`config.mk`:
```
export PLATFORM = sky130hd
export DESIGN_NAME = sorted_knot_table
export DESIGN_NICKNAME = d
export VERILOG_FILES = /design/src/rtl/core/skt_pkg.sv /design/src/rtl/core/sorted_knot_table.sv /design/src/rtl/core/skt_dp.sv /design/src/rtl/core/skt_ctrl.sv
export SDC_FILE = /design/constraint.sdc
export NUM_CORES = 2
export LEC_CHECK = 0
export ABC_AREA = 1
export BUFFER_PORTS_ARGS = -buffer_cell sky130_fd_sc_hd__buf_2
export CAP_MARGIN = 40
export CORE_MARGIN = 2
export CORE_UTILIZATION = 49
export CTS_CLUSTER_SIZE = 16
export DETAILED_ROUTE_END_ITERATION = 10
export PLACE_DENSITY = 0.72
export SLEW_MARGIN = 25
export SYNTH_ARGS = -nofsm -noshare
export SYNTH_HDL_FRONTEND = slang
export SYNTH_SLANG_ARGS = --single-unit
```
`constraint.sdc`:
```
create_clock -name clk_i -period 5.1 [get_ports clk_i]
set_input_delay 1.275 -clock clk_i [delete_from_list [all_inputs] [get_ports clk_i]]
set_output_delay 1.275 -clock clk_i [all_outputs]
set_load 0.05 [all_outputs]
```
`src/rtl/core/skt_pkg.sv`:
```
package skt_pkg;

  localparam int MAX_KNOTS = 16;
  localparam int IDX_W     = $clog2(MAX_KNOTS);
  localparam int CNT_W     = $clog2(MAX_KNOTS + 1);
  localparam int VAL_W     = 32;
  localparam int OP_W      = 3;
  localparam int ST_W      = 3;

  typedef enum logic [OP_W-1:0] {
    OP_ADD        = 3'd0,
    OP_REMOVE_X   = 3'd1,
    OP_REMOVE_IDX = 3'd2,
    OP_MOVE_IDX   = 3'd3,
    OP_MOVE_X     = 3'd4,
    OP_FIND       = 3'd5,
    OP_READ       = 3'd6
  } op_e;

  typedef enum logic [ST_W-1:0] {
    ST_OK      = 3'd0,
    ST_DUP     = 3'd1,
    ST_INDEX   = 3'd2,
    ST_MISSING = 3'd3,
    ST_FULL    = 3'd4
  } status_e;

  typedef struct packed {
    logic             load;
    logic             srch;
    logic             rem_en;
    logic             ins_en;
    logic             wy_en;
    logic             rd_en;
    logic [IDX_W-1:0] rem_idx;
    logic [IDX_W-1:0] ins_idx;
  } dp_cmd_t;

  typedef struct packed {
    logic [CNT_W-1:0] lk;
    logic             ek;
    logic [CNT_W-1:0] ln;
    logic             en;
    logic [CNT_W-1:0] cnt;
  } dp_sts_t;

endpackage

```
`src/rtl/core/sorted_knot_table.sv`:
```
// Channel   Handshake                  Payload
// input     in_valid_i / in_ready_o    op_i key_x_i new_x_i new_y_i position_i replace_i
// output    out_valid_o / out_ready_i  status_o position_out_o knot_count_o read_x_o read_y_o
//
// Each transfer goes through capture, parallel search of all knots, decision,
// remove shift, insert shift and result, in that order. Each shift moves the whole
// table in parallel. One item at a time; a new input is taken once the result
// has been transferred. Reset empties the table; knot storage has no reset.
module sorted_knot_table
  import skt_pkg::*;
(
  input  logic                    clk_i,
  input  logic                    rst_ni,
  input  logic                    in_valid_i,
  output logic                    in_ready_o,
  input  logic [OP_W-1:0]         op_i,
  input  logic signed [VAL_W-1:0] key_x_i,
  input  logic signed [VAL_W-1:0] new_x_i,
  input  logic signed [VAL_W-1:0] new_y_i,
  input  logic [IDX_W-1:0]        position_i,
  input  logic                    replace_i,
  output logic                    out_valid_o,
  input  logic                    out_ready_i,
  output logic [ST_W-1:0]         status_o,
  output logic [IDX_W-1:0]        position_out_o,
  output logic [CNT_W-1:0]        knot_count_o,
  output logic signed [VAL_W-1:0] read_x_o,
  output logic signed [VAL_W-1:0] read_y_o
);

  dp_cmd_t cmd;
  dp_sts_t sts;

  skt_ctrl u_ctrl (
    .clk_i,
    .rst_ni,
    .in_valid_i,
    .in_ready_o,
    .op_i,
    .position_i,
    .replace_i,
    .out_valid_o,
    .out_ready_i,
    .status_o,
    .position_out_o,
    .cmd_o (cmd),
    .sts_i (sts)
  );

  skt_dp u_dp (
    .clk_i,
    .rst_ni,
    .cmd_i        (cmd),
    .key_x_i,
    .new_x_i,
    .new_y_i,
    .sts_o        (sts),
    .knot_count_o,
    .read_x_o,
    .read_y_o
  );

endmodule

```
`src/rtl/core/skt_dp.sv`:
```
module skt_dp
  import skt_pkg::*;
(
  input  logic                    clk_i,
  input  logic                    rst_ni,
  input  dp_cmd_t                 cmd_i,
  input  logic signed [VAL_W-1:0] key_x_i,
  input  logic signed [VAL_W-1:0] new_x_i,
  input  logic signed [VAL_W-1:0] new_y_i,
  output dp_sts_t                 sts_o,
  output logic [CNT_W-1:0]        knot_count_o,
  output logic signed [VAL_W-1:0] read_x_o,
  output logic signed [VAL_W-1:0] read_y_o
);

  logic signed [VAL_W-1:0] xs_q [MAX_KNOTS];
  logic signed [VAL_W-1:0] ys_q [MAX_KNOTS];
  logic [CNT_W-1:0]        count_q;
  logic signed [VAL_W-1:0] key_q, nx_q, ny_q, rx_q, ry_q;
  dp_sts_t                 sts_q, sts_d;

  always_comb begin
    logic hk, hn;
    hk = 1'b0;
    hn = 1'b0;
    sts_d     = '0;
    sts_d.lk  = CNT_W'(MAX_KNOTS);
    sts_d.ln  = CNT_W'(MAX_KNOTS);
    sts_d.cnt = count_q;
    for (int j = 0; j < MAX_KNOTS; j++) begin
      if (!hk && (CNT_W'(j) >= count_q || !(xs_q[j] < key_q))) begin
        sts_d.lk = CNT_W'(j);
        hk = 1'b1;
      end
      if (!hn && (CNT_W'(j) >= count_q || !(xs_q[j] < nx_q))) begin
        sts_d.ln = CNT_W'(j);
        hn = 1'b1;
      end
      if (CNT_W'(j) < count_q && xs_q[j] == key_q) sts_d.ek = 1'b1;
      if (CNT_W'(j) < count_q && xs_q[j] == nx_q) sts_d.en = 1'b1;
    end
  end

  always_ff @(posedge clk_i) begin
    if (cmd_i.load) begin
      key_q <= key_x_i;
      nx_q  <= new_x_i;
      ny_q  <= new_y_i;
    end
    if (cmd_i.srch) sts_q <= sts_d;
    if (cmd_i.load) begin
      rx_q <= '0;
      ry_q <= '0;
    end else if (cmd_i.rd_en) begin
      rx_q <= xs_q[cmd_i.rem_idx];
      ry_q <= ys_q[cmd_i.rem_idx];
    end
    if (cmd_i.rem_en) begin
      for (int j = 0; j < MAX_KNOTS - 1; j++) begin
        if (IDX_W'(j) >= cmd_i.rem_idx) begin
          xs_q[j] <= xs_q[j+1];
          ys_q[j] <= ys_q[j+1];
        end
      end
    end
    if (cmd_i.ins_en) begin
      for (int j = 1; j < MAX_KNOTS; j++) begin
        if (IDX_W'(j) > cmd_i.ins_idx) begin
          xs_q[j] <= xs_q[j-1];
          ys_q[j] <= ys_q[j-1];
        end
      end
      xs_q[cmd_i.ins_idx] <= nx_q;
      ys_q[cmd_i.ins_idx] <= ny_q;
    end
    if (cmd_i.wy_en) ys_q[cmd_i.ins_idx] <= ny_q;
  end

  always_ff @(posedge clk_i or negedge rst_ni) begin
    if (!rst_ni) begin
      count_q <= '0;
    end else if (cmd_i.rem_en && !cmd_i.ins_en) begin
      count_q <= count_q - CNT_W'(1);
    end else if (cmd_i.ins_en && !cmd_i.rem_en) begin
      count_q <= count_q + CNT_W'(1);
    end
  end

  assign sts_o        = sts_q;
  assign knot_count_o = count_q;
  assign read_x_o     = rx_q;
  assign read_y_o     = ry_q;

endmodule

```
`src/rtl/core/skt_ctrl.sv`:
```
module skt_ctrl
  import skt_pkg::*;
(
  input  logic              clk_i,
  input  logic              rst_ni,
  input  logic              in_valid_i,
  output logic              in_ready_o,
  input  logic [OP_W-1:0]   op_i,
  input  logic [IDX_W-1:0]  position_i,
  input  logic              replace_i,
  output logic              out_valid_o,
  input  logic              out_ready_i,
  output logic [ST_W-1:0]   status_o,
  output logic [IDX_W-1:0]  position_out_o,
  output dp_cmd_t           cmd_o,
  input  dp_sts_t           sts_i
);

  typedef enum logic [2:0] {
    S_IDLE, S_SRCH, S_DECIDE, S_ACT1, S_ACT2, S_DONE
  } state_e;

  state_e           state_q;
  op_e              op_q;
  logic [IDX_W-1:0] pos_q, where_q, rem_idx_q, ins_idx_q;
  logic             rep_q, rem_q, ins_q, wy_q, rd_q;
  status_e          st_q;

  status_e          st_d;
  logic [IDX_W-1:0] where_d, rem_idx_d, ins_idx_d;
  logic             rem_d, ins_d, wy_d, rd_d;

  always_comb begin
    logic [IDX_W-1:0] idx;
    logic [CNT_W-1:0] ins, a, lim;
    logic             bad;
    st_d      = ST_OK;
    where_d   = '0;
    rem_idx_d = '0;
    ins_idx_d = '0;
    rem_d     = 1'b0;
    ins_d     = 1'b0;
    wy_d      = 1'b0;
    rd_d      = 1'b0;
    idx = (op_q == OP_MOVE_IDX) ? pos_q : sts_i.lk[IDX_W-1:0];
    bad = (op_q == OP_MOVE_IDX) ? ({1'b0, pos_q} >= sts_i.cnt) : !sts_i.ek;
    ins = sts_i.ln - (({1'b0, idx} < sts_i.ln) ? CNT_W'(1) : CNT_W'(0));
    a   = (sts_i.lk == '0) ? '0 : sts_i.lk - CNT_W'(1);
    lim = sts_i.cnt - CNT_W'(2);
    unique case (op_q)
      OP_ADD: begin
        if (sts_i.en) begin
          if (rep_q) begin
            wy_d      = 1'b1;
            ins_idx_d = sts_i.ln[IDX_W-1:0];
            where_d   = sts_i.ln[IDX_W-1:0];
          end else begin
            st_d = ST_DUP;
          end
        end else if (sts_i.cnt == CNT_W'(MAX_KNOTS)) begin
          st_d = ST_FULL;
        end else begin
          ins_d     = 1'b1;
          ins_idx_d = sts_i.ln[IDX_W-1:0];
          where_d   = sts_i.ln[IDX_W-1:0];
        end
      end
      OP_REMOVE_X: begin
        if (!sts_i.ek) begin
          st_d = ST_MISSING;
        end else begin
          rem_d     = 1'b1;
          rem_idx_d = sts_i.lk[IDX_W-1:0];
          where_d   = sts_i.lk[IDX_W-1:0];
        end
      end
      OP_REMOVE_IDX: begin
        if ({1'b0, pos_q} >= sts_i.cnt) begin
          st_d = ST_INDEX;
        end else begin
          rem_d     = 1'b1;
          rem_idx_d = pos_q;
          where_d   = pos_q;
        end
      end
      OP_MOVE_IDX, OP_MOVE_X: begin
        if (bad) begin
          st_d = (op_q == OP_MOVE_IDX) ? ST_INDEX : ST_MISSING;
        end else if (sts_i.en && sts_i.ln != {1'b0, idx}) begin
          st_d = ST_DUP;
        end else begin
          rem_d     = 1'b1;
          ins_d     = 1'b1;
          rem_idx_d = idx;
          ins_idx_d = ins[IDX_W-1:0];
          where_d   = ins[IDX_W-1:0];
        end
      end
      OP_FIND: begin
        if (sts_i.cnt >= CNT_W'(2)) where_d = (a > lim) ? lim[IDX_W-1:0] : a[IDX_W-1:0];
      end
      OP_READ: begin
        if ({1'b0, pos_q} >= sts_i.cnt) begin
          st_d = ST_INDEX;
        end else begin
          rd_d      = 1'b1;
          rem_idx_d = pos_q;
          where_d   = pos_q;
        end
      end
      default: ;
    endcase
  end

  always_ff @(posedge clk_i or negedge rst_ni) begin
    if (!rst_ni) begin
      state_q   <= S_IDLE;
      op_q      <= OP_ADD;
      pos_q     <= '0;
      rep_q     <= 1'b0;
      st_q      <= ST_OK;
      where_q   <= '0;
      rem_idx_q <= '0;
      ins_idx_q <= '0;
      rem_q     <= 1'b0;
      ins_q     <= 1'b0;
      wy_q      <= 1'b0;
      rd_q      <= 1'b0;
    end else begin
      unique case (state_q)
        S_IDLE: begin
          if (in_valid_i) begin
            op_q    <= op_e'(op_i);
            pos_q   <= position_i;
            rep_q   <= replace_i;
            state_q <= S_SRCH;
          end
        end
        S_SRCH: state_q <= S_DECIDE;
        S_DECIDE: begin
          st_q      <= st_d;
          where_q   <= where_d;
          rem_idx_q <= rem_idx_d;
          ins_idx_q <= ins_idx_d;
          rem_q     <= rem_d;
          ins_q     <= ins_d;
          wy_q      <= wy_d;
          rd_q      <= rd_d;
          state_q   <= S_ACT1;
        end
        S_ACT1: state_q <= S_ACT2;
        S_ACT2: state_q <= S_DONE;
        S_DONE: begin
          if (out_ready_i) state_q <= S_IDLE;
        end
        default: state_q <= S_IDLE;
      endcase
    end
  end

  always_comb begin
    cmd_o         = '0;
    cmd_o.load    = (state_q == S_IDLE) && in_valid_i;
    cmd_o.srch    = (state_q == S_SRCH);
    cmd_o.rem_en  = (state_q == S_ACT1) && rem_q;
    cmd_o.wy_en   = (state_q == S_ACT1) && wy_q;
    cmd_o.rd_en   = (state_q == S_ACT1) && rd_q;
    cmd_o.ins_en  = (state_q == S_ACT2) && ins_q;
    cmd_o.rem_idx = rem_idx_q;
    cmd_o.ins_idx = ins_idx_q;
  end

  assign in_ready_o     = (state_q == S_IDLE);
  assign out_valid_o    = (state_q == S_DONE);
  assign status_o       = st_q;
  assign position_out_o = where_q;

`ifndef NO_ASSERTIONS
  a_one_shift: assert property (@(posedge clk_i) disable iff (!rst_ni)
    !(cmd_o.rem_en && cmd_o.ins_en))
    else $error("remove and insert in one cycle");
  a_fail_pos: assert property (@(posedge clk_i) disable iff (!rst_ni)
    out_valid_o && st_q != ST_OK |-> where_q == '0)
    else $error("failed op reports a position");
  a_busy: assert property (@(posedge clk_i) disable iff (!rst_ni)
    in_valid_i && in_ready_o |=> !in_ready_o && !out_valid_o)
    else $error("accepted transfer not held");
  a_fail_quiet: assert property (@(posedge clk_i) disable iff (!rst_ni)
    state_q == S_ACT1 && st_q != ST_OK |-> !rem_q && !ins_q && !wy_q && !rd_q)
    else $error("failed op changes the table");
`endif

endmodule
```
==> results.yml <==
place:
  dp.cells: 12800
  dp_hpwl_mm: 262
  place_congestion: 1.02
  place_area_sq_um: 93900
  portBuffers: 185
clock_tree:
  cts_hold_buf: 0
  cts_made_buffers: 148
  cts_root_buf: "clkbuf_16"
  clkSinkCount: 1236
  cts_buffer_depth: 3
  insertion_delay_ns: 0.85
  cts.repair.resized: 0
  clk_pin_slew_worst_paths_ns: 0.06
  post_cts_buffers: 0
  h-tree-depth: 4
  cts_tree: "done"
floorplan:
  num_rows: 157
  dieWidth_microns: 432
  dieHeight_microns: 432
  die_area_sq_um: 187000
  start_util_pct: 49.2
  io_pins: 186
  core_sq_um: 182000
yosys:
  yosysSeqAreaShare_pct: 40.5
  syn_inst: 10600
  synth_edf_count: 1137
  syn_avg_cell_area_sq_um: 8.44
  syn_nets: 11800
  synth_area_sq_um: 89700
  yosys_warnings: 0
  synth_seq_cells: 1236
  ys.flop_type: "edfxtp_1"
  synthArstFlopShare_pct: 2.83
  synth.distinct_cells: 72
worst_hold_path:
  min_path_type: "in2async"
final_layout:
  drive_gt1_share_pct: 7.75
  nets: 11700
  synthToLayoutAreaGrowth_pct: 10.2
  most-common-layout-cells: "o21ai_0, nand2_1, edfxtp_1"
  final_common_cell: "o21ai_0"
  stdcell_count: 13100
  final_area_sq_um: 98900
  num-fill-cells: 16500
pwr:
  leakage_nw: 40.2
  power_density_nw_per_um2: 440
  power.total_mw: 43.5
  irDropWorstVdd_v: 0.000396
global_route:
  antenna_found_initial: 11
  grtUsageMet1_pct: 46.9
  met3_usage_pct: 8.81
  grt_max_degree: 136
  grt.busiest_layer: "met2"
  grt_usage_pct: 39.3
  gr-total-overflow: 0
  grt_pass1_wl_mm: 550
  met2_usage_pct: 61.1
  grt_pass1_vias: 84600
setup_path:
  max_stage_delay_ns: 0.83
  cp.arrival_ns: 5.59
  timing.rr.start: "u_dp.nx_q[30]"
  required_ns: 5.79
  crit_fanout: 25
  cp-end-kind: "flop"
  cpMaxStageDelayCell: "nor2_1"
  path_class: "reg2reg"
  crit_chain: "inv_1 -> buf_4 -> ha_1 -> nand2_1 -> nor2_1 -> nand4_1 -> nor2_1 -> nand2_1 -> nand3_1 -> nand3_1 -> nor2_2 -> nand3_2 -> nor2_2 -> nand4_1 -> nor2_2 -> nand2_1 -> nor2_2 -> nand4_1 -> nand2_1"
  reg2reg_to: "u_dp.sts_o[7]"
  start_kind: "flop"
  r2r_cells: 19
  r2r_slack_ns: 0.21
timing:
  slew_violations: 0
  fin_skew_ns: 0.0363
  setup_violations: 0
  rsz0062_at_grt: "false"
  tightest_slew_ns: 0.971
  hold_viol_final: 0
  maxSlewHeadroom_pct: 35.0
  fmax_mhz: 204
  finalCriticalPeriod_ns: 4.89
  period_share_pct: 96.0
detailed_routing:
  drtPass1Iterations: 9
  vias: 88800
  wl_per_cell_microns: 29.0
  routed_wl_mm: 379
  drcViolationCount: 0
  first_iter_violations: 12300
  viasPerCell: 6.79
  ant_nets: 0
status:
  outcome: "complete, no violations"
run:
  drv_cap: 0
## cells in the mapped netlist (all sizes together) (8+ instances only)
cell	count	share of area, %
o221ai	161	1.6
nor2	777	3.3
a31oi	152	1.1
ha	1047	15
o21ai	1611	9.0
a21o	13	0.11
nand4	114	0.82
a21oi	837	4.7
edfxtp	1137	38
o211ai	430	3.6
o21bai	8	0.067
buf	71	0.32
nand3	453	2.6
nor4	50	0.38
dfrtp	35	0.98
clkbuf	633	2.6
nor3	53	0.31
nand3b	8	0.067
dfxtp	64	1.4
a41oi	9	0.088
a22oi	22	0.18
o22ai	294	2.0
o2111ai	53	0.52
o21a	42	0.35
inv	838	3.5
a311oi	8	0.078
nand2	1606	6.7
a211oi	31	0.26
## registers in the layout, indices dropped and copies added, names as in the netlist, 3 cells and up
name                   cells
u_ctrl.ins_idx_q           4
u_ctrl.op_q                3
u_ctrl.pos_q               4
u_ctrl.position_out_o      4
u_ctrl.rem_idx_q           4
u_ctrl.state_q             3
u_ctrl.status_o            3
u_dp.key_q                32
u_dp.knot_count_o          5
u_dp.nx_q                 32
u_dp.ny_q                 32
u_dp.read_x_o             32
u_dp.read_y_o             32
u_dp.sts_o                17
u_dp.xs_q                512
u_dp.ys_q                512
## metrics by stage
step | util, % | hold WS [ns] | setup TNS [ns] | setup slack (ns)
final | 54.2 | 0.436 | 0 | 0.206
after global routing | 54.2 | 0.456 | 0 | 0.182
after CTS | 54.1 | 0.446 | 0 | 0.519
after detailed placement | 51.4 | 0.461 | 0 | 0.543
after global placement | 51.2 | 0.457 | -1.65 | -0.459
after floorplan | - | 0.449 | 0 | 0.306
## power by group
group          switching, mW  internal, mW  leakage, nW
clock                   4.80          6.12         2.33
combinational           12.5          5.01         26.6
sequential              1.78          13.3         11.3
total                   19.1          24.4         40.2
## worst max-delay path: cells and delay by family, from the launching register on
family	cells	cell delay (ns)
fa+ha+maj	1	0.21
simple gates	16	3.39
flops	1	0.40
buf+inv	2	0.72
## per-layer routing
metal  share of wire [%]  vias to the layer above
met4                 9.5                       14
met1                  35                    42000
met3                  11                     1548
met2                  44                     6461
met5               0.024                        -
li1                    -                    38800
## final cells by class
| cell class | count | area (sq um) | share of cell area [%] |
|---|---|---|---|
| Antenna cell | 5 | 12.5 | 0.0127 |
| Clock buffer | 202 | 4040 | 4.08 |
| Clock inverter | 73 | 772 | 0.781 |
| Inverter | 843 | 3190 | 3.23 |
| Multi-Input combinational cell | 7851 | 48000 | 48.5 |
| Sequential cell | 1236 | 36300 | 36.7 |
| Tap cell | 2385 | 2980 | 3.02 |
| Timing Repair Buffer | 473 | 3600 | 3.64 |
## how the worst max path moves through the flow
stage	endpoint	slack, ns	cells after the start	start
2_1_floorplan	u_dp.key_q[0]	0.31	3	in_valid_i
3_3_place_gp	u_dp.sts_o[8]	-0.46	11	u_dp.nx_q[25]
3_5_place_dp	u_dp.sts_o[8]	0.54	19	u_dp.nx_q[30]
4_1_cts	u_dp.sts_o[7]	0.52	18	u_dp.nx_q[30]
5_1_grt	u_dp.sts_o[9]	0.18	19	u_dp.nx_q[30]
6_report	u_dp.sts_o[7]	0.21	19	u_dp.nx_q[30]
## cell families (layout without fill, tap and decap cells)
family	after synthesis	in the layout	share of synthesized area [%]
XOR/XNOR	11	11	0.107
flip-flops	1236	1236	40.5
buffers and inverters	1547	1591	6.50
other	0	5	0
AO/OA/AOI/OAI	3701	3701	23.9
AND/OR/NAND/NOR	3092	3092	14.4
adder cells (fa/ha/maj)	1047	1047	14.6
(Power assumes the default switching activity.)
